File: src/rtl/core/ewpe_pkg.sv
`timescale 1ns / 1ps
// Shared types, constants and helpers of the expander walk parity extractor.
// No dependencies; every other file of the block imports this package.
package ewpe_pkg;

  localparam int unsigned HALF_BITS_DEF = 10;
  localparam int unsigned WORD_BITS_DEF = 64;

  localparam int unsigned MODE_W     = 2;
  localparam int unsigned INDEX_W    = 14;
  localparam int unsigned DATA_W     = 64;
  localparam int unsigned VERTEX_W   = 20;
  localparam int unsigned EDGE_W     = 3;
  localparam int unsigned SIDE_W     = 11;
  localparam int unsigned HALF_CFG_W = 4;
  localparam int unsigned CFG_IDX_W  = 2;

  localparam int unsigned STORE_DEPTH = 16384;
  localparam int unsigned ADDR_W      = $clog2(STORE_DEPTH);
  localparam int unsigned QUEUE_DEPTH = 2;
  localparam int unsigned MOD_STEPS   = 4;

  localparam logic [CFG_IDX_W-1:0] CFG_SIDE      = 2'd0;
  localparam logic [CFG_IDX_W-1:0] CFG_HALF_BITS = 2'd1;

  localparam logic [SIDE_W-1:0]     SIDE_RESET = 11'd1024;
  localparam logic [HALF_CFG_W-1:0] HALF_RESET = 4'd10;

  typedef enum logic [MODE_W-1:0] {
    MODE_LOAD  = 2'd0,
    MODE_START = 2'd1,
    MODE_CHECK = 2'd2,
    MODE_STEP  = 2'd3
  } mode_e;

  typedef struct packed {
    logic [MODE_W-1:0]   mode;
    logic [INDEX_W-1:0]  word_index;
    logic [DATA_W-1:0]   word_data;
    logic [VERTEX_W-1:0] start_vertex;
    logic [EDGE_W-1:0]   edge_req;
    logic                select_bit;
  } in_word_t;

  typedef struct packed {
    logic                parity;
    logic [VERTEX_W-1:0] vertex;
  } out_word_t;

  typedef struct packed {
    logic [SIDE_W-1:0]     side;
    logic [HALF_CFG_W-1:0] half_bits;
  } cfg_t;

  typedef struct packed {
    mode_e               op;
    logic [INDEX_W-1:0]  word_index;
    logic [DATA_W-1:0]   word_data;
    logic [VERTEX_W-1:0] start_vertex;
    logic                step_y;
    logic                step_odd;
    logic                step_sub;
    logic                select_bit;
  } cmd_t;

  // Bits per coordinate in use, saturated at the built coordinate width.
  function automatic logic [4:0] eff_half(input logic [HALF_CFG_W-1:0] hb,
                                          input int unsigned limit);
    eff_half = (32'(hb) > limit) ? 5'(limit) : 5'(hb);
  endfunction

endpackage

File: src/rtl/core/ewpe_front.sv
`timescale 1ns / 1ps
// Front end: takes input words and turns them into decoded commands.
// Depends on ewpe_pkg; feeds ewpe_queue.
module ewpe_front #(
  parameter int unsigned HALF_BITS = ewpe_pkg::HALF_BITS_DEF
) (
  input  logic                clk_i,
  input  logic                rst_ni,
  input  ewpe_pkg::cfg_t      cfg_i,
  input  logic                in_valid_i,
  input  ewpe_pkg::in_word_t  in_word_i,
  output logic                in_stall_o,
  input  logic                queue_full_i,
  output logic                push_o,
  output ewpe_pkg::cmd_t      cmd_o
);
  import ewpe_pkg::*;

  localparam int unsigned H_W = $clog2(HALF_BITS + 1);
  localparam int unsigned EDGE_SUB_BIT = 0;
  localparam int unsigned EDGE_ODD_BIT = 1;
  localparam int unsigned EDGE_Y_BIT   = 2;

  logic [H_W-1:0]         eff_h;
  logic [2*HALF_BITS:0]   vmask_w;
  logic                   seen_q;

  assign eff_h   = H_W'(eff_half(cfg_i.half_bits, HALF_BITS));
  assign vmask_w = ({{(2*HALF_BITS){1'b0}}, 1'b1} << {eff_h, 1'b0})
                 - {{(2*HALF_BITS){1'b0}}, 1'b1};

  assign in_stall_o = queue_full_i;
  assign push_o     = in_valid_i && !queue_full_i && seen_q;

  always_comb begin
    cmd_o              = '0;
    cmd_o.op           = mode_e'(in_word_i.mode);
    cmd_o.word_index   = in_word_i.word_index;
    cmd_o.word_data    = in_word_i.word_data;
    cmd_o.start_vertex = in_word_i.start_vertex & VERTEX_W'(vmask_w);
    cmd_o.step_y       = in_word_i.edge_req[EDGE_Y_BIT];
    cmd_o.step_odd     = in_word_i.edge_req[EDGE_ODD_BIT];
    cmd_o.step_sub     = in_word_i.edge_req[EDGE_SUB_BIT];
    cmd_o.select_bit   = in_word_i.select_bit;
  end

  // The front end is live as soon as reset is released; seen_q is held high.
  always_ff @(posedge clk_i or negedge rst_ni) begin
    if (!rst_ni) begin
      seen_q <= 1'b1;
    end else begin
      seen_q <= 1'b1;
    end
  end

endmodule

File: config.mk
export PLATFORM = sky130hd
export DESIGN_NAME = ewpe_front
export DESIGN_NICKNAME = d
export VERILOG_FILES = /design/src/rtl/core/ewpe_pkg.sv /design/src/rtl/core/ewpe_front.sv
export SDC_FILE = /design/constraint.sdc
export NUM_CORES = 1
export LEC_CHECK = 0
export ABC_AREA = 0
export BUFFER_PORTS_ARGS = -buffer_cell sky130_fd_sc_hd__buf_4
export CORE_AREA = 2 2 89 91
export DETAILED_ROUTE_END_ITERATION = 10
export DIE_AREA = 0 0 91 93
export PLACE_DENSITY = 0.48
export REMOVE_ABC_BUFFERS = 1
export SLEW_MARGIN = 0
export SYNTH_ARGS = -nofsm -noshare
export SYNTH_HDL_FRONTEND = slang
export SYNTH_SLANG_ARGS = --single-unit
File: constraint.sdc
create_clock -name clk_i -period 2.5 [get_ports clk_i]
set_input_delay 0.375 -clock clk_i [delete_from_list [all_inputs] [get_ports clk_i]]
set_output_delay 0.375 -clock clk_i [all_outputs]
set_load 0.02 [all_outputs]
==> impl_summary.md, run 1 <==
Timing
The max-slew violation count came to 0. The normalized max-slew margin is 0.7309. The transition time of the tightest slew-check pin is roughly 0.40 ns. The final setup violation count is 0. Based on the critical path, the design can be clocked at up to about 440 MHz. Setup repair after global routing left no endpoint under its margin. Counting I/O delays and the setup requirement, the final critical path takes 2.265 ns. The total negative setup slack is 0 ns.

The worst path meets setup with around 0.24 ns of slack. The fraction of the cycle the final worst path needs is 0.9059. The hold violation total from the final report was 0.

Layout
At the end of the flow the core is filled with cells to 0.1110. The number of antenna cells inserted is 0. The number of flip-flops and latches is 0. The area of the multi-input gates is about 300 um2. The layout overhead on the synthesized area is -13.81%.

The clock buffer instance count of the final layout is 0. The number of nets at the end of the flow is 228. The number of filler cells placed in the layout is around 900. Leaving out filler cells and counting taps, the final layout contains a little over 200.

The share of layout cells above drive strength 1 is 0.5392. Summing all flip-flop and latch instances after layout gives 0 um2.

Placement
The routability congestion estimate is ~1.1. During placement, the flow inserted port buffers numbering between 40 and 50. The worst slack at placement is between 0.2 and 0.3 ns.

The post-placement cell count is 204. Once detailed placement completed, the half-perimeter wirelength came to ~11000 um.

Detailed routing
The final routed DRC violation total is 0. The detailed-route via count is 808. For this block, the routed nets add up to 11420 um of wire. The detail route stage leaves a number of antenna-violating nets equal to 0. Dividing the detail-routed wire length by the instance count gives 55.99 um.

The first TritonRoute pass finished after 4 iterations. After detailed routing, the number of vias per cell comes to around 4.0. The initial detailed-routing violation count is 44.

Logic synthesis
The number of instances in the synthesized netlist is between 100 and 150. The share of the Yosys chip area taken by registers is 0. The number of distinct library cells after synthesis is 26. The warning count from the yosys run is 0. The average instance area after synthesis is between 6 and 7 um2. The cell area after synthesis is between 900 and 1000 um2.

Worst setup path
The endpoint class of the critical path is an output pin. Data on the critical path is required at its endpoint by ~2.1 ns. The critical-path maximum fanout is 10. The critical path starts at cfg_i[0].

The worst setup path is launched from a primary input. Data arrives at the worst endpoint at ~1.9 ns. The critical path is of the primary input to output pin type.

Floorplanning
The total area inside the core boundary comes to between 7000 and 8000 um2. The total I/O pin count is approximately 230. The starting utilization of the core area is 0.1288. The die covers about 8500 um2. In this run the core area contains 32 standard-cell rows. The horizontal die dimension is ~90 um. Measured along the y axis, the die boundary spans 93 um.

Global route
The largest net degree at the start of global routing is 15. The via count of the first global-routing pass is 688. For this run, the total global-route usage over all layers was measured as 0.2568. The first-pass GRT wire length is approximately 13000 um. The global-route congestion overflow total is 0. The number of antenna violations at the first check in global routing came to 0.

Clock tree
After clock tree synthesis, the flow added hold-fix buffers numbering 0. The number of setup buffers added after CTS is 0. Post-CTS repair changed the size of 0 cells.

Power
The combinational share of power is 1.000. In this run the power density over the cells is approximately 190 nW/um2. The portion of total power attributed to the clock network is 0. The sequential cell fraction of total power is 0. The total power of the final layout is 160.3 uW. Of the total power, the share spent switching nets is 0.5041. The net switching power is ~81 uW. Internal power comes to 79.47 uW. The leakage power summed over all cells is 0.0003842 uW. IR analysis of the VDD net gives a maximum drop of between 30 and 40 uV.

Outcome
The run finished with clean final reports.

Worst hold path
The worst hold path belongs to the class primary input to output pin. In this run the most critical hold path is launched from in_word_i[97].

Flow run
Across the run, the number of max-cap violations was 0.
## worst max-delay path, stage by stage
cell and delay, ns:
buf_4 0.12, nor4_1 0.28, buf_4 0.17, inv_1 0.04, ha_1 0.33, nor3_1 0.18
a21oi_1 0.06, o21ai_0 0.17, buf_4 0.16
## cells in the mapped netlist (all sizes together), types with 2 or more instances
cell type  number  area [um2]
nor2b           7       43.79
o311a           2       20.02
nor2            3       11.26
o21a            2       15.01
inv             2       7.510
and2            4       25.02
a21oi           5       25.02
buf            90       663.1
nand3           2       10.01
xor2            2       17.52
nor4            2       12.51
nand2           5       18.77
## worst paths after layout
| kind | endpoint | slack (ns) | cells past startpoint |
|---|---|---|---|
| max | cmd_o[16] | 0.24 | 9 |
| min | cmd_o[97] | 0.75 | 0 |
## power by group through the flow
stage          clock network (uW)  registers [uW]  logic (uW)
6_report                        0               0         160
5_1_grt                         0               0         171
4_1_cts                         0               0         160
3_5_place_dp                    0               0         160
3_3_place_gp                    0               0         159
2_1_floorplan                   0               0        63.5
## metal layers
metal  vias up  part of all wire  track usage
met1       283              0.10      0.07700
met3         6              0.31       0.3803
met2       232              0.57       0.5259
met4         0             0.014      0.02904
met5         -                 0            0
li1        287                 -            -
## cell families (layout without fill, tap and decap cells)
group / Yosys count / in the layout / share of synthesized area
xor gates and xnor gates: 3 / 3 / 0.02710
AOI/OAI and AO/OA: 15 / 15 / 0.1058
buffers and inverters: 93 / 56 / 0.6955
adders and majority gates: 1 / 1 / 0.01290
and+or+nand+nor: 27 / 27 / 0.1587
## area by class of cell
cell class	count	area share
multi-input combinational	46	0.3533
timing repair buffer	54	0.4850
inverter	2	0.008982
tap	102	0.1527
## stage by stage
| stage | cell area [um2] | hold WS [ns] |
|---|---|---|
| after floorplan | 302.8 | 0.7500 |
| after global placement | 835.8 | 0.7510 |
| after detailed placement | 835.8 | 0.7510 |
| after CTS | 835.8 | 0.7510 |
| after global routing | 835.8 | 0.7502 |
| final | 835.8 | 0.7502 |
## cell usage in the layout, fill, tap and decap left out, drive strengths merged
| master | netlist | routed |
|---|---|---|
| o211a | 1 | 1 |
| o21a | 2 | 2 |
| o311a | 2 | 2 |
| nor3 | 1 | 1 |
| xor2 | 2 | 2 |
| nor2 | 3 | 3 |
| nor4 | 2 | 2 |
| nand2b | 1 | 1 |
| a21oi | 5 | 5 |
| a31oi | 1 | 1 |
| inv | 2 | 2 |
| nand2 | 5 | 5 |
| o22ai | 1 | 1 |
| a21boi | 1 | 1 |
| o211ai | 1 | 1 |
| nor2b | 7 | 7 |
| and2 | 4 | 4 |
| o21ai | 1 | 1 |
| nand3 | 2 | 2 |
| and3 | 1 | 1 |
| xnor2 | 1 | 1 |
| buf | 90 | 54 |
| nor4b | 1 | 1 |
| ha | 1 | 1 |
(Power assumes the default switching activity.)
==> inputs of run 2 (changes only) <==
--- a/config.mk
+++ b/config.mk
@@ -10,6 +10,7 @@
 export CORE_AREA = 2 2 89 91
 export DETAILED_ROUTE_END_ITERATION = 10
 export DIE_AREA = 0 0 91 93
+export MAX_ROUTING_LAYER = met4
 export PLACE_DENSITY = 0.48
 export REMOVE_ABC_BUFFERS = 1
 export SLEW_MARGIN = 0
==> run 2 against run 1 <==
Against the previous run: final area unchanged; sequential share of layout area is the same; first-iteration DRC count decreased by 14%; flip-flop and latch count is the same; die area unchanged; setup slack better by 0.0013 ns; wire length increased by 0.21%; via count grew 0.62%; fmax barely moved; count of clock-buffer cells in the layout stayed put; cell count unchanged; highest routed layer unchanged.
==> impl_summary.md, run 2 (same netlist as run 1, synthesis figures left out) <==
Outcome
The flow ran to the end, and the final reports show no timing, DRC or antenna violations.

Global route
The number of antenna violations at the first check in global routing was 0. The largest net degree at the start of global routing is 15. The global-route congestion overflow total is 0. The via count of the first global-routing pass is between 700 and 800. Across every metal layer, demand over resource in global routing totals 0.2635. The first global-routing pass estimated around 13000 um of wire.

Clock tree
The number of setup buffers added after CTS is 0. Hold repair after CTS inserted 0 buffers. Post-CTS repair changed the size of 0 cells.

Power
The portion of total power attributed to the clock network is 0. The internal power is 79.48 uW. The switching part of the total power is 0.5043. The total power density per cell area is between 150 and 200 nW/um2.

Across the VDD grid, the largest voltage drop is approximately 39 uV. The net switching power is roughly 81 uW. In this run the static leakage power is between 0.0003 and 0.0004 uW. The sequential cell fraction of total power is 0. Of the total power, combinational logic draws 1.000.

Detailed routing
The wire length on met1 is roughly 1400 um. The met3 wire length is about 3400 um. In the routed design, unresolved DRC markers number 0. Wires add up to about 11000 um. After detailed routing, the average wire length per cell comes to between 50 and 60 um.

The routed layout has ~810 vias. The length of the first detailed-routing pass in iterations is 4. The uppermost signal routing layer after detailed routing is met4. The first routing iteration left 38 violations. The detail-routed via count per cell is between 3 and 4. The number of nets still failing antenna checks after routing is 0.

Wire segments on met2 add up to approximately 6200 um in the final route.

Timing
The maximum operating frequency is about 440 MHz. The clock period could shrink to roughly 2.3 ns. For the pin with the worst max-slew slack, the measured transition is 0.4016 ns. The normalized max-slew margin is 0.7322. The max-slew violation count is 0. Dividing the final minimum period by the clock period gives 0.9054. Setup violations remaining at the end of the flow were counted as 0. For the final routed database, the setup TNS stands at 0 ns. Setup repair after global routing left no endpoint under its margin. The hold violation total from the final report was 0.

Layout
There are 0 flip-flops and latches. The area growth from synthesis to layout is -13.81%. The filler cells instantiated in the layout total approximately 900. The area of the multi-input gates is about 300 um2. After the last flow step, the layout net total stands at ~230. The top cell types in the final layout, fill and taps aside, are buf_4, nor2b_1, nand2_1, a21oi_1, and2_1. The clock buffer instance count of the final layout is 0. The number of antenna diodes in the final layout is 0. Leaving out fill and tap cells, the most frequent cell in the layout is buf_4. The share of layout cells above drive strength 1 is 0.5392. The area taken by flip-flops and latches is 0 um2. The summed area of non-filler cells in the final layout is roughly 840 um2.

Worst setup path
The class of the most critical setup path is primary input to output pin. The critical-path maximum fanout is 10. The required time reported for the critical path endpoint is 2.12 ns. Traced cell by cell, the critical path runs through buf_4 > nor4_1 > buf_4 > inv_1 > ha_1 > nor3_1 > a21oi_1 > o21ai_0 > buf_4. The endpoint class of the critical path is an output pin. STA classifies the critical path startpoint as a primary input. In this design, the critical path's most frequently occurring cell is buf_4. The slowest cell on the critical path is ha_1. The critical path data arrival time is 1.89 ns.

For this run, the slowest stage of the critical path takes ~0.33 ns.

Placement
In this run the cell area measured after placement is approximately 840 um2. Buffers placed on the I/O ports in this run total 48. The routability congestion estimate is ~1.1. The estimated wirelength of the detail-placed design is 11030 um.

Floorplanning
The area enclosed by the die boundary is roughly 8500 um2. The horizontal die dimension is slightly above 90 um. The starting utilization of the core area is 0.1288.

The die is roughly 93 um tall. The core footprint is ~7500 um2. In this run the count of I/O pins placed on the die edge is between 200 and 250. The number of standard-cell rows in the floorplan is 32.

Worst hold path
The worst min-delay path class is primary input to output pin.

Flow run
The reported max-cap violation count is 0.
## run 2: cell counts in the layout (fill, tap and decap cells not counted)
No cell type changed its count.
## run 2: per-layer routing
layer	up-vias	global-route usage
li1	287	-
met1	282	0.08772
met2	228	0.5043
met3	16	0.3602
met4	0	0.07449
met5	-	-
## run 2: worst paths after layout
check	start	end	cells after the start
min	in_word_i[47]	cmd_o[47]	0
max	cfg_i[0]	cmd_o[16]	9
## run 2: power by group through the flow
| stage | Combinational, uW | Sequential [uW] | Clock (uW) |
|---|---|---|---|
| 4_1_cts | 160 | 0 | 0 |
| 3_5_place_dp | 160 | 0 | 0 |
| 6_report | 160 | 0 | 0 |
| 2_1_floorplan | 63.5 | 0 | 0 |
| 3_3_place_gp | 159 | 0 | 0 |
| 5_1_grt | 171 | 0 | 0 |
## run 2: through the flow
step           utilization  power, uW  cells  hold WS (ns)  worst slack (ns)
2_1_floorplan            -      63.45     48        0.7500            0.2867
4_1_cts             0.1110      160.4    204        0.7510            0.2365
6_report            0.1110      160.3    204        0.7503            0.2365
3_3_place_gp        0.1110      159.0    204        0.7510            0.2516
5_1_grt             0.1110      170.9    204        0.7502           0.01830
3_5_place_dp        0.1110      159.8    204        0.7510            0.2510
## run 2: critical path, delay by kind of cell
kind,cells,cell delay [ns]
compound gates,2,0.23
buf+inv,4,0.49
fa+ha+maj,1,0.33
simple gates,2,0.46
## run 2: final cells by class
| cell class | count | area share |
|---|---|---|
| inverters | 2 | 0.008982 |
| multi-input cells | 46 | 0.3533 |
| well taps | 102 | 0.1527 |
| repair buffers | 54 | 0.4850 |
