`src/rtl/core/ewpe_pkg.sv`:
```
`timescale 1ns / 1ps
// Shared types, constants and helpers of the expander walk parity extractor.
// No dependencies; every other file of the block imports this package.
package ewpe_pkg;

  localparam int unsigned HALF_BITS_DEF = 10;
  localparam int unsigned WORD_BITS_DEF = 64;

  localparam int unsigned MODE_W     = 2;
  localparam int unsigned INDEX_W    = 14;
  localparam int unsigned DATA_W     = 64;
  localparam int unsigned VERTEX_W   = 20;
  localparam int unsigned EDGE_W     = 3;
  localparam int unsigned SIDE_W     = 11;
  localparam int unsigned HALF_CFG_W = 4;
  localparam int unsigned CFG_IDX_W  = 2;

  localparam int unsigned STORE_DEPTH = 16384;
  localparam int unsigned ADDR_W      = $clog2(STORE_DEPTH);
  localparam int unsigned QUEUE_DEPTH = 2;
  localparam int unsigned MOD_STEPS   = 4;

  localparam logic [CFG_IDX_W-1:0] CFG_SIDE      = 2'd0;
  localparam logic [CFG_IDX_W-1:0] CFG_HALF_BITS = 2'd1;

  localparam logic [SIDE_W-1:0]     SIDE_RESET = 11'd1024;
  localparam logic [HALF_CFG_W-1:0] HALF_RESET = 4'd10;

  typedef enum logic [MODE_W-1:0] {
    MODE_LOAD  = 2'd0,
    MODE_START = 2'd1,
    MODE_CHECK = 2'd2,
    MODE_STEP  = 2'd3
  } mode_e;

  typedef struct packed {
    logic [MODE_W-1:0]   mode;
    logic [INDEX_W-1:0]  word_index;
    logic [DATA_W-1:0]   word_data;
    logic [VERTEX_W-1:0] start_vertex;
    logic [EDGE_W-1:0]   edge_req;
    logic                select_bit;
  } in_word_t;

  typedef struct packed {
    logic                parity;
    logic [VERTEX_W-1:0] vertex;
  } out_word_t;

  typedef struct packed {
    logic [SIDE_W-1:0]     side;
    logic [HALF_CFG_W-1:0] half_bits;
  } cfg_t;

  typedef struct packed {
    mode_e               op;
    logic [INDEX_W-1:0]  word_index;
    logic [DATA_W-1:0]   word_data;
    logic [VERTEX_W-1:0] start_vertex;
    logic                step_y;
    logic                step_odd;
    logic                step_sub;
    logic                select_bit;
  } cmd_t;

  // Bits per coordinate in use, saturated at the built coordinate width.
  function automatic logic [4:0] eff_half(input logic [HALF_CFG_W-1:0] hb,
                                          input int unsigned limit);
    eff_half = (32'(hb) > limit) ? 5'(limit) : 5'(hb);
  endfunction

endpackage

```
`src/rtl/core/ewpe_queue.sv`:
```
`timescale 1ns / 1ps
// Command queue between the front end and the back end.
// Depends on ewpe_pkg for the command type and the queue depth.
module ewpe_queue (
  input  logic            clk_i,
  input  logic            rst_ni,
  input  logic            push_i,
  input  ewpe_pkg::cmd_t  cmd_i,
  output logic            full_o,
  input  logic            pop_i,
  output logic            valid_o,
  output ewpe_pkg::cmd_t  cmd_o
);
  import ewpe_pkg::*;

  localparam int unsigned PTR_W = $clog2(QUEUE_DEPTH);
  localparam int unsigned CNT_W = $clog2(QUEUE_DEPTH + 1);
  localparam logic [PTR_W-1:0] LAST_PTR = PTR_W'(QUEUE_DEPTH - 1);
  localparam logic [CNT_W-1:0] FULL_CNT = CNT_W'(QUEUE_DEPTH);

  cmd_t             entries_q [QUEUE_DEPTH];
  logic [PTR_W-1:0] wr_ptr_q, wr_ptr_d;
  logic [PTR_W-1:0] rd_ptr_q, rd_ptr_d;
  logic [CNT_W-1:0] count_q, count_d;

  assign full_o  = (count_q == FULL_CNT);
  assign valid_o = (count_q != '0);
  assign cmd_o   = entries_q[rd_ptr_q];

  always_comb begin
    wr_ptr_d = wr_ptr_q;
    rd_ptr_d = rd_ptr_q;
    count_d  = count_q;
    if (push_i) begin
      wr_ptr_d = (wr_ptr_q == LAST_PTR) ? '0 : wr_ptr_q + PTR_W'(1);
    end
    if (pop_i) begin
      rd_ptr_d = (rd_ptr_q == LAST_PTR) ? '0 : rd_ptr_q + PTR_W'(1);
    end
    if (push_i && !pop_i) begin
      count_d = count_q + CNT_W'(1);
    end else if (pop_i && !push_i) begin
      count_d = count_q - CNT_W'(1);
    end
  end

  always_ff @(posedge clk_i or negedge rst_ni) begin
    if (!rst_ni) begin
      wr_ptr_q <= '0;
      rd_ptr_q <= '0;
      count_q  <= '0;
    end else begin
      wr_ptr_q <= wr_ptr_d;
      rd_ptr_q <= rd_ptr_d;
      count_q  <= count_d;
    end
  end

  always_ff @(posedge clk_i) begin
    if (push_i) begin
      entries_q[wr_ptr_q] <= cmd_i;
    end
  end

  a_no_push_full: assert property (@(posedge clk_i) disable iff (!rst_ni)
    push_i |-> (!full_o || pop_i))
    else $error("queue written while full");

  a_no_pop_empty: assert property (@(posedge clk_i) disable iff (!rst_ni)
    pop_i |-> valid_o)
    else $error("queue read while empty");

endmodule

```
`config.mk`:
```
export PLATFORM = sky130hd
export DESIGN_NAME = ewpe_queue
export DESIGN_NICKNAME = d
export VERILOG_FILES = /design/src/rtl/core/ewpe_pkg.sv /design/src/rtl/core/ewpe_queue.sv
export SDC_FILE = /design/constraint.sdc
export NUM_CORES = 1
export LEC_CHECK = 0
export BUFFER_PORTS_ARGS = -buffer_cell sky130_fd_sc_hd__buf_4
export CELL_PAD_IN_SITES_DETAIL_PLACEMENT = 0
export CELL_PAD_IN_SITES_GLOBAL_PLACEMENT = 2
export CORE_UTILIZATION = 40
export CTS_BUF_LIST = sky130_fd_sc_hd__clkbuf_2
export CTS_CLUSTER_SIZE = 25
export DETAILED_ROUTE_END_ITERATION = 7
export GPL_ROUTABILITY_DRIVEN = 0
export PLACE_DENSITY = 0.78
export SLEW_MARGIN = 20
export SYNTH_ARGS = -nofsm -noshare
export SYNTH_HDL_FRONTEND = slang
export SYNTH_SLANG_ARGS = --single-unit
```
`constraint.sdc`:
```
create_clock -name clk_i -period 7.7 [get_ports clk_i]
set_input_delay 2.31 -clock clk_i [delete_from_list [all_inputs] [get_ports clk_i]]
set_output_delay 2.31 -clock clk_i [all_outputs]
set_load 0.01 [all_outputs]
```
==> results of run 1 <==
cells in the mapped netlist:
master,instances
and2_1,1
mux2_4,50
xnor2_1,1
buf_8,1
buf_6,1
edfxtp_1,208
nor2b_1,2
ha_1,1
mux2_2,54
buf_12,5
inv_1,1
nor2_1,1
buf_2,5
or2_2,1
xor2_1,4
dfrtp_1,4
worst reg2reg max path, delay by kind of cell, from the launching register on:
family	cells	cell delay (ns)
simple gates	1	0.58
flops	1	0.43
buf+inv	1	0.80
cell families after synthesis:
kind of cell	synth area share [%]
buf+inv	1.95
fa+ha+maj	0.157
flops	79.9
mux	17.1
xor+xnor	0.551
simple gates	0.362
power by group through the flow:
stage,Combinational (mW),Sequential (mW),Clock [mW]
after floorplan,0.778,1.62,0
after global placement,1.15,1.69,0
after detailed placement,1.16,1.70,0
after CTS,1.17,1.67,0.715
after global routing,1.29,1.64,0.775
final,1.20,1.62,0.680
state kept, by name (all words and copies together) (netlist names):
name / flops
count_q: 2
entries_q: 208
rd_ptr_q: 1
wr_ptr_q: 1
through the flow:
stage	total power [mW]	util, %	area, µm²	worst slack, ns
global route	3.71	52.5	10200	2.18
CTS	3.56	52.4	10200	2.05
global placement	2.84	50.2	9770	2.94
finish	3.50	52.5	10200	2.40
floorplan	2.40	-	7950	0.287
detailed placement	2.86	50.2	9770	2.91
worst paths after layout:
path                       slack (ns)  cells after the start                          to
max                              2.40                      4                   cmd_o[12]
max in group asynchronous        6.24                      1        rd_ptr_q$_DFFE_PN0P_
min                              0.49                      1      count_q[1]$_DFFE_PN0P_
min reg2reg                      0.49                      1      count_q[1]$_DFFE_PN0P_
max reg2reg                      5.45                      2  entries_q[1][93]$_DFFE_PP_
min in group asynchronous        1.34                      1        rd_ptr_q$_DFFE_PN0P_
metal layers:
layer	vias up	track usage, %	part of all wire [%]
met1	1931	18.3	41
met4	0	5.72	1.6
met3	26	7.04	10
li1	1896	-	-
met5	-	0	0
met2	191	23.7	48
final cells by class:
type / instances / area, µm²
sequential: 212 / 6350
inverter: 1 / 3.75
tap: 265 / 332
timing repair buffer: 218 / 1660
multi-input combinational: 115 / 1450
clock inverter: 11 / 41.3
clock buffer: 76 / 380
fill: 1630 / 9250
==> impl_metrics.env, run 1 <==
export IMPL_worst_hold_path_type="flop to flop"
export IMPL_antenna_violations_before_repair=0
export IMPL_fraction_of_layout_cells_with_a_size_suffix_above_1_pct=63.7
export IMPL_cts_repair_resized=0
export IMPL_max_freq_ghz=0.189
export IMPL_numPortBuffers=213
export IMPL_holdBufCountCts=0
export IMPL_finish_net_count=710
export IMPL_layoutNonFillerInstCount=898
export IMPL_cp_data_arrival_time_ns=2.99
export IMPL_slew_headroom_pct=41.0
export IMPL_cell_internal_pwr_mw=2.45
export IMPL_crit_path_top_delay_cell="dfrtp_4"
export IMPL_cts_htree_levels=2
export IMPL_area_growth_pct=28.6
export IMPL_clk_tree_root_cell="clkbuf_2"
export IMPL_hp_start="count_q[1]$_DFFE_PN0P_"
export IMPL_tritoncts="done"
export IMPL_number_of_buffers_created_by_cts=53
export IMPL_detail_route_wirelength_um=15500
export IMPL_route_antenna_remaining_nets=0
export IMPL_crit_path_start="rd_ptr_q$_DFFE_PN0P_"
export IMPL_netlist_area_leader_share_pct=78.6
export IMPL_setup_worst_path_class="flop to output pin"
export IMPL_crit_path_cell_trace="buf_16, buf_4, mux2_2, buf_4"
export IMPL_sw_frac_of_total_pct=30.0
export IMPL_initial_core_util_pct=40.8
export IMPL_synth_lib_cells_used_distinct=16
export IMPL_clock_sink_count=212
export IMPL_ys_seq_elements=212
export IMPL_timing_final_crit_period_ns=5.30
export IMPL_critical_path_startpoint_type="flop"
export IMPL_detailedRoute_firstPassIterationCount=4
export IMPL_worst_setup_path_end_kind="output pin"
export IMPL_grt_usage_pct=15.2
export IMPL_clock_insertion_delay_worst_skew_ns=0.78
export IMPL_floorplan_die_width_um=143
export IMPL_switchingPower_mw=1.05
export IMPL_netlist_instances=340
export IMPL_overall_die_area_um2=20400
export IMPL_final_hold_worst_slack_ns=0.492
export IMPL_core_area_um2=19500
export IMPL_final_hold_viol_count=0
export IMPL_rows=51
export IMPL_diodes=0
export IMPL_worstPathMaxFanout=44
export IMPL_seq_power_share_pct=46.3
export IMPL_drt_iter0_drc=145
export IMPL_vias_per_cell=4.50
export IMPL_detail_route_wl_per_cell_um=17.3
export IMPL_ys_seq_area_share_pct=79.9
export IMPL_grt_pass1_vias=4424
export IMPL_dpl_hpwl_um=9770
export IMPL_critPathMaxStageDelay_ns=0.71
export IMPL_clk_pin_slew_ns=0.09
export IMPL_num_vias=4044
export IMPL_mostFrequentLayoutCells="buf_4 (217), edfxtp_1 (208), clkbuf_2 (76)"
export IMPL_synthesis_area_um2=7950
export IMPL_startpoint_of_the_most_critical_register_to_register_path="wr_ptr_q$_DFFE_PN0P_"
export IMPL_num_io_pins=214
export IMPL_p_clk_share_pct=19.5
export IMPL_worst_endpoint_required_ns=5.39
export IMPL_cts_root_to_sink_buffers=3
export IMPL_setup_violations_final=0
export IMPL_layout_commonest_cell="buf_4"
export IMPL_synth_net_count=449
export IMPL_path_delay_family="buffers and inverters"
export IMPL_status="complete, no violations"
export IMPL_synth_top_cells_by_area="edfxtp_1 (79%), mux2_4 (9.4%), mux2_2 (7.7%), buf_12 (1.3%), dfrtp_1 (1.3%)"
export IMPL_timing_max_cap_violations=0
export IMPL_fin_tns_setup_ns=0
export IMPL_timing_worst_slew_pin_value_ns=0.885
export IMPL_cp_buffers_inverters=3
export IMPL_avgSynthCellArea_um2=23.4
export IMPL_power_per_cell_area_nw_per_um2=342
export IMPL_postCtsSetupRepairBufs=0
export IMPL_globalRoute_totalOverflow=0
export IMPL_synth_top_area_cell="edfxtp_1"
export IMPL_comb_power_share_pct=34.3
export IMPL_vdd_drop_max_mv=0.141
export IMPL_drcViolationCount=0
export IMPL_maximum_number_of_pins_on_one_net_before_global_route_repair=64
export IMPL_numPlacedInstances=810
export IMPL_fp_dieH_um=143
export IMPL_final_period_utilization_pct=68.9
export IMPL_grt_first_pass_wirelength_um=23400
export IMPL_finClkSkew_ns=0.0393
export IMPL_grt_setup_unrepaired="false"
export IMPL_static_leakage_power_nw=4.06
export IMPL_worst_path_most_repeated_cell="buf_4"
export IMPL_finalMaxSlewViolations=0
export IMPL_synth_yosys_warnings=0
Note: power is estimated with default switching activity, not from simulation.
==> run 2, diff against run 1 <==
==> constraint.sdc (replaced) <==
create_clock -name clk_i -period 5.15 [get_ports clk_i]
set_input_delay 1.545 -clock clk_i [delete_from_list [all_inputs] [get_ports clk_i]]
set_output_delay 1.545 -clock clk_i [all_outputs]
set_load 0.01 [all_outputs]
==> run 2 against run 1 <==
  * Clock power rose by 47%
  * Total power up 49%
  * Worst hold slack lost 0.00095 ns
  * Core utilization grew 0.10 points
  * Sequential cell count is the same
  * First-iteration DRC count is 12% higher
  * Clock-buffer cell count rose by 3
  * Sequential share of layout area shrank 0.12 points
==> impl_metrics.env, run 2 (same netlist as run 1, synthesis figures left out) <==
export IMPL_max_freq_ghz=0.242
export IMPL_setup_worst_path_class="flop to output pin"
export IMPL_r2r_cells=2
export IMPL_crit_path_start="rd_ptr_q$_DFFE_PN0P_"
export IMPL_critical_path_startpoint_type="flop"
export IMPL_final_hold_viol_count=0
export IMPL_detail_route_wirelength_um=15000
export IMPL_slew_headroom_pct=46.5
export IMPL_floorplan_die_width_um=143
export IMPL_number_of_buffers_created_by_cts=53
export IMPL_top_signal_layer_used="met5"
export IMPL_holdBufCountCts=0
export IMPL_core_area_um2=19500
export IMPL_drcViolationCount=0
export IMPL_final_period_utilization_pct=80.2
export IMPL_vdd_drop_max_mv=0.244
export IMPL_timing_max_cap_violations=0
export IMPL_cp_data_arrival_time_ns=2.59
export IMPL_cts_htree_levels=2
export IMPL_drt_iter0_drc=162
export IMPL_finalMaxSlewViolations=0
export IMPL_hold_path_depth=1
export IMPL_antenna_violations_before_repair=1
export IMPL_num_io_pins=214
export IMPL_tritoncts="done"
export IMPL_cts_root_to_sink_buffers=3
export IMPL_dpl_hpwl_um=10000
export IMPL_maximum_number_of_pins_on_one_net_before_global_route_repair=53
export IMPL_area_growth_pct=28.9
export IMPL_route_antenna_remaining_nets=0
export IMPL_overall_die_area_um2=20400
export IMPL_numPortBuffers=213
export IMPL_num_vias=4048
export IMPL_worst_setup_path_end_kind="output pin"
export IMPL_fp_dieH_um=143
export IMPL_endpoint_with_the_worst_hold_slack="count_q[1]$_DFFE_PN0P_"
export IMPL_p_total_mw=5.21
export IMPL_biggestRegsByFlops="entries_q: 208 flops, count_q: 2 flops"
export IMPL_diodes=0
export IMPL_static_leakage_power_nw=4.08
export IMPL_globalRoute_totalOverflow=0
export IMPL_postCtsSetupRepairBufs=0
export IMPL_met1_length_um=6120
export IMPL_timing_worst_slew_pin_value_ns=0.800
export IMPL_grt_first_pass_wirelength_um=22200
export IMPL_clk_pin_slew_ns=0.08
export IMPL_registers_top_by_ff_count="entries_q"
export IMPL_grt_setup_unrepaired="false"
export IMPL_r2r_end="entries_q[0][47]$_DFFE_PP_"
export IMPL_fin_tns_setup_ns=0
export IMPL_clk_tree_root_cell="clkbuf_2"
export IMPL_fraction_of_layout_cells_with_a_size_suffix_above_1_pct=64.5
export IMPL_hp_start="count_q[1]$_DFFE_PN0P_"
export IMPL_multiInputGateArea_um2=1450
export IMPL_power_per_cell_area_nw_per_um2=509
export IMPL_grt_pass1_vias=4135
export IMPL_setup_violations_final=0
export IMPL_finish_net_count=713
export IMPL_rows=51
export IMPL_ff_latch_area_um2=6350
export IMPL_post_route_util_pct=52.6
export IMPL_worst_hold_path_type="flop to flop"
export IMPL_grt_usage_pct=14.6
export IMPL_startpoint_of_the_most_critical_register_to_register_path="wr_ptr_q$_DFFE_PN0P_"
export IMPL_layout_commonest_cell="buf_4"
export IMPL_cts_repair_resized=0
export IMPL_r2r_setup_slack_ns=3.21
export IMPL_initial_core_util_pct=40.8
export IMPL_detail_route_wl_per_cell_um=16.6
export IMPL_vias_per_cell=4.49
export IMPL_detailroute_wirelength_met3_um=1640
export IMPL_clock_sink_count=212
export IMPL_detailedRoute_firstPassIterationCount=4
export IMPL_status="complete, no violations"
export IMPL_largest_register_ffs=208
export IMPL_fill_cells=1613
export IMPL_met2WireLength_um=6980
export IMPL_worst_endpoint_required_ns=3.61
export IMPL_worstPathMaxFanout=52
export IMPL_clock_insertion_delay_worst_skew_ns=0.72
export IMPL_timing_final_crit_period_ns=4.13
export IMPL_finClkSkew_ns=0.0275
export IMPL_mostFrequentLayoutCells="buf_4 (220), edfxtp_1 (208), clkbuf_2 (79)"
==> run 2: cell count changes in the layout (fill, tap and decap cells not counted) <==
cell | before | now
clkinv_2 | 0 | 1
buf_12 | 0 | 1
buf_4 | 217 | 220
clkinv_1 | 10 | 6
clkbuf_2 | 76 | 79
buf_16 | 1 | 0
==> run 2: worst max-delay path by stage <==
stage / end / slack (ns) / depth (start not counted)
2_1_floorplan: entries_q[0][0]$_DFFE_PP_ / 0.45 / 1
3_3_place_gp: cmd_o[19] / 1.73 / 3
3_5_place_dp: cmd_o[19] / 1.69 / 3
4_1_cts: cmd_o[19] / 0.84 / 3
5_1_grt: cmd_o[19] / 0.75 / 3
6_report: cmd_o[19] / 1.02 / 3
==> run 2: where the power goes <==
part	internal [mW]	switching, mW	leakage (nW)	total, mW
clock network	0.399	0.598	0.346	0.998
logic	0.986	0.785	1.74	1.77
registers	2.29	0.155	2.00	2.44
total	3.67	1.54	4.08	5.21
==> run 2: routing by layer <==
layer | track usage, % | up-vias
met5 | 0 | -
met4 | 5.38 | 2
met3 | 6.81 | 23
met2 | 22.7 | 181
met1 | 17.7 | 1936
li1 | - | 1906
==> run 2: metrics by stage <==
step                      hold WS (ns)  setup slack, ns  instance area [µm²]  cells
after floorplan                  0.447            0.454                 7950    340
after global placement           0.464             1.73                 9810    814
after detailed placement         0.475             1.69                 9810    814
after CTS                        0.492            0.842                10200    901
after global routing             0.471            0.753                10200    901
final                            0.491             1.02                10200    901
==> run 2: critical path, stage by stage (launching register included) <==
cell and delay (ns):
dfrtp_4 0.89, buf_4 0.44, mux2_2 0.38, buf_4 0.14
==> run 2: layout make-up <==
| class | count | share of cell area, % |
|---|---|---|
| timing repair buffer | 221 | 16.3 |
| multi-input combinational | 115 | 14.2 |
| clock buffer | 79 | 3.86 |
| clock inverter | 8 | 0.306 |
| inverter | 1 | 0.0367 |
| sequential | 212 | 62.0 |
| tap | 265 | 3.24 |
==> run 3, diff against run 2 <==
--- a/config.mk
+++ b/config.mk
@@ -5,15 +5,16 @@
 export SDC_FILE = /design/constraint.sdc
 export NUM_CORES = 1
 export LEC_CHECK = 0
+export ABC_AREA = 1
 export BUFFER_PORTS_ARGS = -buffer_cell sky130_fd_sc_hd__buf_4
 export CELL_PAD_IN_SITES_DETAIL_PLACEMENT = 0
 export CELL_PAD_IN_SITES_GLOBAL_PLACEMENT = 2
-export CORE_UTILIZATION = 40
+export CORE_UTILIZATION = 36
 export CTS_BUF_LIST = sky130_fd_sc_hd__clkbuf_2
 export CTS_CLUSTER_SIZE = 25
 export DETAILED_ROUTE_END_ITERATION = 7
 export GPL_ROUTABILITY_DRIVEN = 0
-export PLACE_DENSITY = 0.78
+export PLACE_DENSITY = 0.74
 export SLEW_MARGIN = 20
 export SYNTH_ARGS = -nofsm -noshare
 export SYNTH_HDL_FRONTEND = slang
==> constraint.sdc (replaced) <==
create_clock -name clk_i -period 3.78 [get_ports clk_i]
set_input_delay 1.134 -clock clk_i [delete_from_list [all_inputs] [get_ports clk_i]]
set_output_delay 1.134 -clock clk_i [all_outputs]
set_load 0.01 [all_outputs]
==> run 3 against run 2 <==
  * Non-clock buffer count shrank 3
  * Critical path depth did not move
  * Wire length up 0.13%
  * Core utilization fell by 5.4 points
  * Combinational power rose by 42%
  * Sequential share of layout area decreased by 0.17 points
  * Synthesized cell count rose by 2.6%
  * Die area grew 11%
  * Cell area rose by 0.28%
  * Register-to-register slack worse by 1.1 ns
  * Total power is 36% higher
  * Worst hold slack got worse by 0.31 ns
  * Largest cell class unchanged
  * Largest power group unchanged
==> impl_metrics.env, run 3 <==
export IMPL_finalMaxSlewViolations=0
export IMPL_netlist_area_leader_share_pct=78.4
export IMPL_detailedRoute_firstPassIterationCount=4
export IMPL_post_synth_top_count_cell="edfxtp_1"
export IMPL_comb_power_share_pct=35.3
export IMPL_synth_top_cells_by_count="edfxtp_1 (208), mux2_2 (54), mux2_4 (50)"
export IMPL_clock_insertion_delay_worst_skew_ns=0.74
export IMPL_final_period_utilization_pct=90.9
export IMPL_r2r_cells=3
export IMPL_detailroute_wirelength_met3_um=1660
export IMPL_cts_repair_resized=0
export IMPL_grt_pass1_vias=4447
export IMPL_num_vias=4134
export IMPL_holdBufCountCts=0
export IMPL_timing_max_cap_violations=0
export IMPL_drt_iter0_drc=152
export IMPL_rows=54
export IMPL_fp_dieH_um=151
export IMPL_num_io_pins=214
export IMPL_biggestRegsByFlops="entries_q: 208 flops, count_q: 2 flops"
export IMPL_tritoncts="done"
export IMPL_fin_area_um2=10300
export IMPL_mostFrequentLayoutCells="buf_4 (216), edfxtp_1 (208), clkbuf_2 (79)"
export IMPL_crit_path_start="rd_ptr_q$_DFFE_PN0P_"
export IMPL_switchingPower_mw=2.10
export IMPL_max_freq_ghz=0.291
export IMPL_seq_power_share_pct=45.4
export IMPL_registers_top_by_ff_count="entries_q"
export IMPL_clock_sink_count=212
export IMPL_floorplan_die_width_um=151
export IMPL_placement_cell_area_um2=9840
export IMPL_r2r_setup_slack_ns=2.08
export IMPL_cp_data_arrival_time_ns=2.30
export IMPL_dpl_hpwl_um=9500
export IMPL_ys_seq_elements=212
export IMPL_maximum_number_of_pins_on_one_net_before_global_route_repair=106
export IMPL_detail_route_wirelength_um=15000
export IMPL_core_area_um2=21800
export IMPL_multiInputGateArea_um2=1450
export IMPL_fin_tns_setup_ns=0
export IMPL_timing_final_crit_period_ns=3.43
export IMPL_worstPathMaxFanout=105
export IMPL_slew_headroom_pct=48.8
export IMPL_setup_worst_path_class="flop to output pin"
export IMPL_area_growth_pct=28.9
export IMPL_globalRoute_totalOverflow=0
export IMPL_grt_usage_pct=13.0
export IMPL_diodes=0
export IMPL_numPortBuffers=213
export IMPL_synth_async_reset_ratio_pct=1.89
export IMPL_finish_net_count=719
export IMPL_synth_lib_cells_used_distinct=16
export IMPL_grt_first_pass_wirelength_um=22400
export IMPL_number_of_buffers_created_by_cts=53
export IMPL_cts_htree_levels=2
export IMPL_largest_register_ffs=208
export IMPL_clk_tree_root_cell="clkbuf_2"
export IMPL_status="complete, no violations"
export IMPL_p_clk_share_pct=19.3
export IMPL_top_signal_layer_used="met4"
export IMPL_detail_route_wl_per_cell_um=16.2
export IMPL_fraction_of_layout_cells_with_a_size_suffix_above_1_pct=63.0
export IMPL_startpoint_of_the_most_critical_register_to_register_path="wr_ptr_q$_DFFE_PN0P_"
export IMPL_fill_cells=1926
export IMPL_worst_setup_path_end_kind="output pin"
export IMPL_layout_commonest_cell="buf_4"
export IMPL_post_route_util_pct=47.2
export IMPL_power_per_cell_area_nw_per_um2=692
export IMPL_sw_frac_of_total_pct=29.6
export IMPL_netlist_instances=349
export IMPL_timing_worst_slew_pin_value_ns=0.768
export IMPL_clk_pin_slew_ns=0.09
export IMPL_synth_yosys_warnings=0
export IMPL_postCtsSetupRepairBufs=0
export IMPL_synth_top_cells_by_area="edfxtp_1 (78%), mux2_4 (9.4%), mux2_2 (7.6%), buf_12 (1.3%), dfrtp_1 (1.3%)"
export IMPL_r2r_end="entries_q[1][18]$_DFFE_PP_"
export IMPL_setup_violations_final=0
export IMPL_overall_die_area_um2=22700
export IMPL_synthesis_area_um2=7960
export IMPL_cts_root_to_sink_buffers=3
export IMPL_synth_net_count=458
export IMPL_static_leakage_power_nw=4.10
export IMPL_antenna_violations_before_repair=0
export IMPL_vdd_drop_max_mv=0.421
export IMPL_finClkSkew_ns=0.0136
export IMPL_grt_setup_unrepaired="false"
export IMPL_critical_path_startpoint_type="flop"
export IMPL_met2WireLength_um=7270
export IMPL_postSynth_topFlopCell="edfxtp_1"
export IMPL_worst_endpoint_required_ns=2.65
export IMPL_drcViolationCount=0
export IMPL_route_antenna_remaining_nets=0
export IMPL_synth_top_area_cell="edfxtp_1"
export IMPL_initial_core_util_pct=36.6
export IMPL_cell_internal_pwr_mw=5.00
export IMPL_number_of_flops_mapped_to_enable_cells_by_yosys=208
export IMPL_met1_length_um=5830
export IMPL_vias_per_cell=4.48
export IMPL_ys_seq_area_share_pct=79.7
export IMPL_final_hold_viol_count=0
export IMPL_ff_latch_area_um2=6350
export IMPL_worst_hold_path_type="input pin to async pin"
export IMPL_avgSynthCellArea_um2=22.8
## run 3: worst max-delay path by stage
stage | cells after the start | slack, ns | end
after global routing | 3 | 0.17 | cmd_o[23]
after floorplan | 2 | 0.12 | entries_q[1][0]$_DFFE_PP_
after global placement | 3 | 1.10 | cmd_o[99]
final | 3 | 0.35 | cmd_o[84]
after detailed placement | 3 | 1.08 | cmd_o[82]
after CTS | 3 | 0.19 | cmd_o[82]
## run 3: layout make-up
cell class	count	area share, %
multi-input cells	118	14.1
well taps	280	3.41
inverters	7	0.280
clock inverters	9	0.329
repair buffers	218	16.2
clock buffers	79	3.85
flip-flops and latches	212	61.9
## run 3: kinds of logic after synthesis
| kind of cell | after synthesis | synth area share (%) |
|---|---|---|
| buffers and inverters | 19 | 2.23 |
| AND/OR/NAND/NOR | 10 | 0.519 |
| multiplexers | 104 | 17.1 |
| adder cells (fa/ha/maj) | 1 | 0.157 |
| XOR/XNOR | 3 | 0.330 |
| flip-flops | 212 | 79.7 |
## run 3: through the flow
step | setup WS [ns] | power [mW] | cells | hold slack [ns]
after global routing | 0.168 | 7.55 | 923 | 0.0586
final | 0.346 | 7.10 | 923 | 0.180
after detailed placement | 1.08 | 5.85 | 835 | 0.490
after global placement | 1.10 | 5.81 | 835 | 0.458
after floorplan | 0.120 | 4.86 | 349 | 0.442
after CTS | 0.194 | 7.26 | 923 | 0.0418
## run 3: power groups by stage
stage          registers (mW)  logic [mW]  clock network [mW]
2_1_floorplan            3.27        1.59                   0
3_3_place_gp             3.26        2.55                   0
3_5_place_dp             3.29        2.56                   0
4_1_cts                  3.23        2.57                1.46
5_1_grt                  3.26        2.71                1.57
6_report                 3.22        2.51                1.37
## run 3: worst max-delay path: stages (launching register included)
cell and delay [ns]:
dfrtp_4 0.42, buf_12 0.54, mux2_2 0.41, buf_4 0.14
## run 3: layer usage
| metal | GRT usage, % | vias up |
|---|---|---|
| met3 | 5.79 | 26 |
| met2 | 21.4 | 181 |
| met5 | 0 | - |
| met1 | 14.4 | 2010 |
| li1 | - | 1917 |
| met4 | 5.80 | 0 |
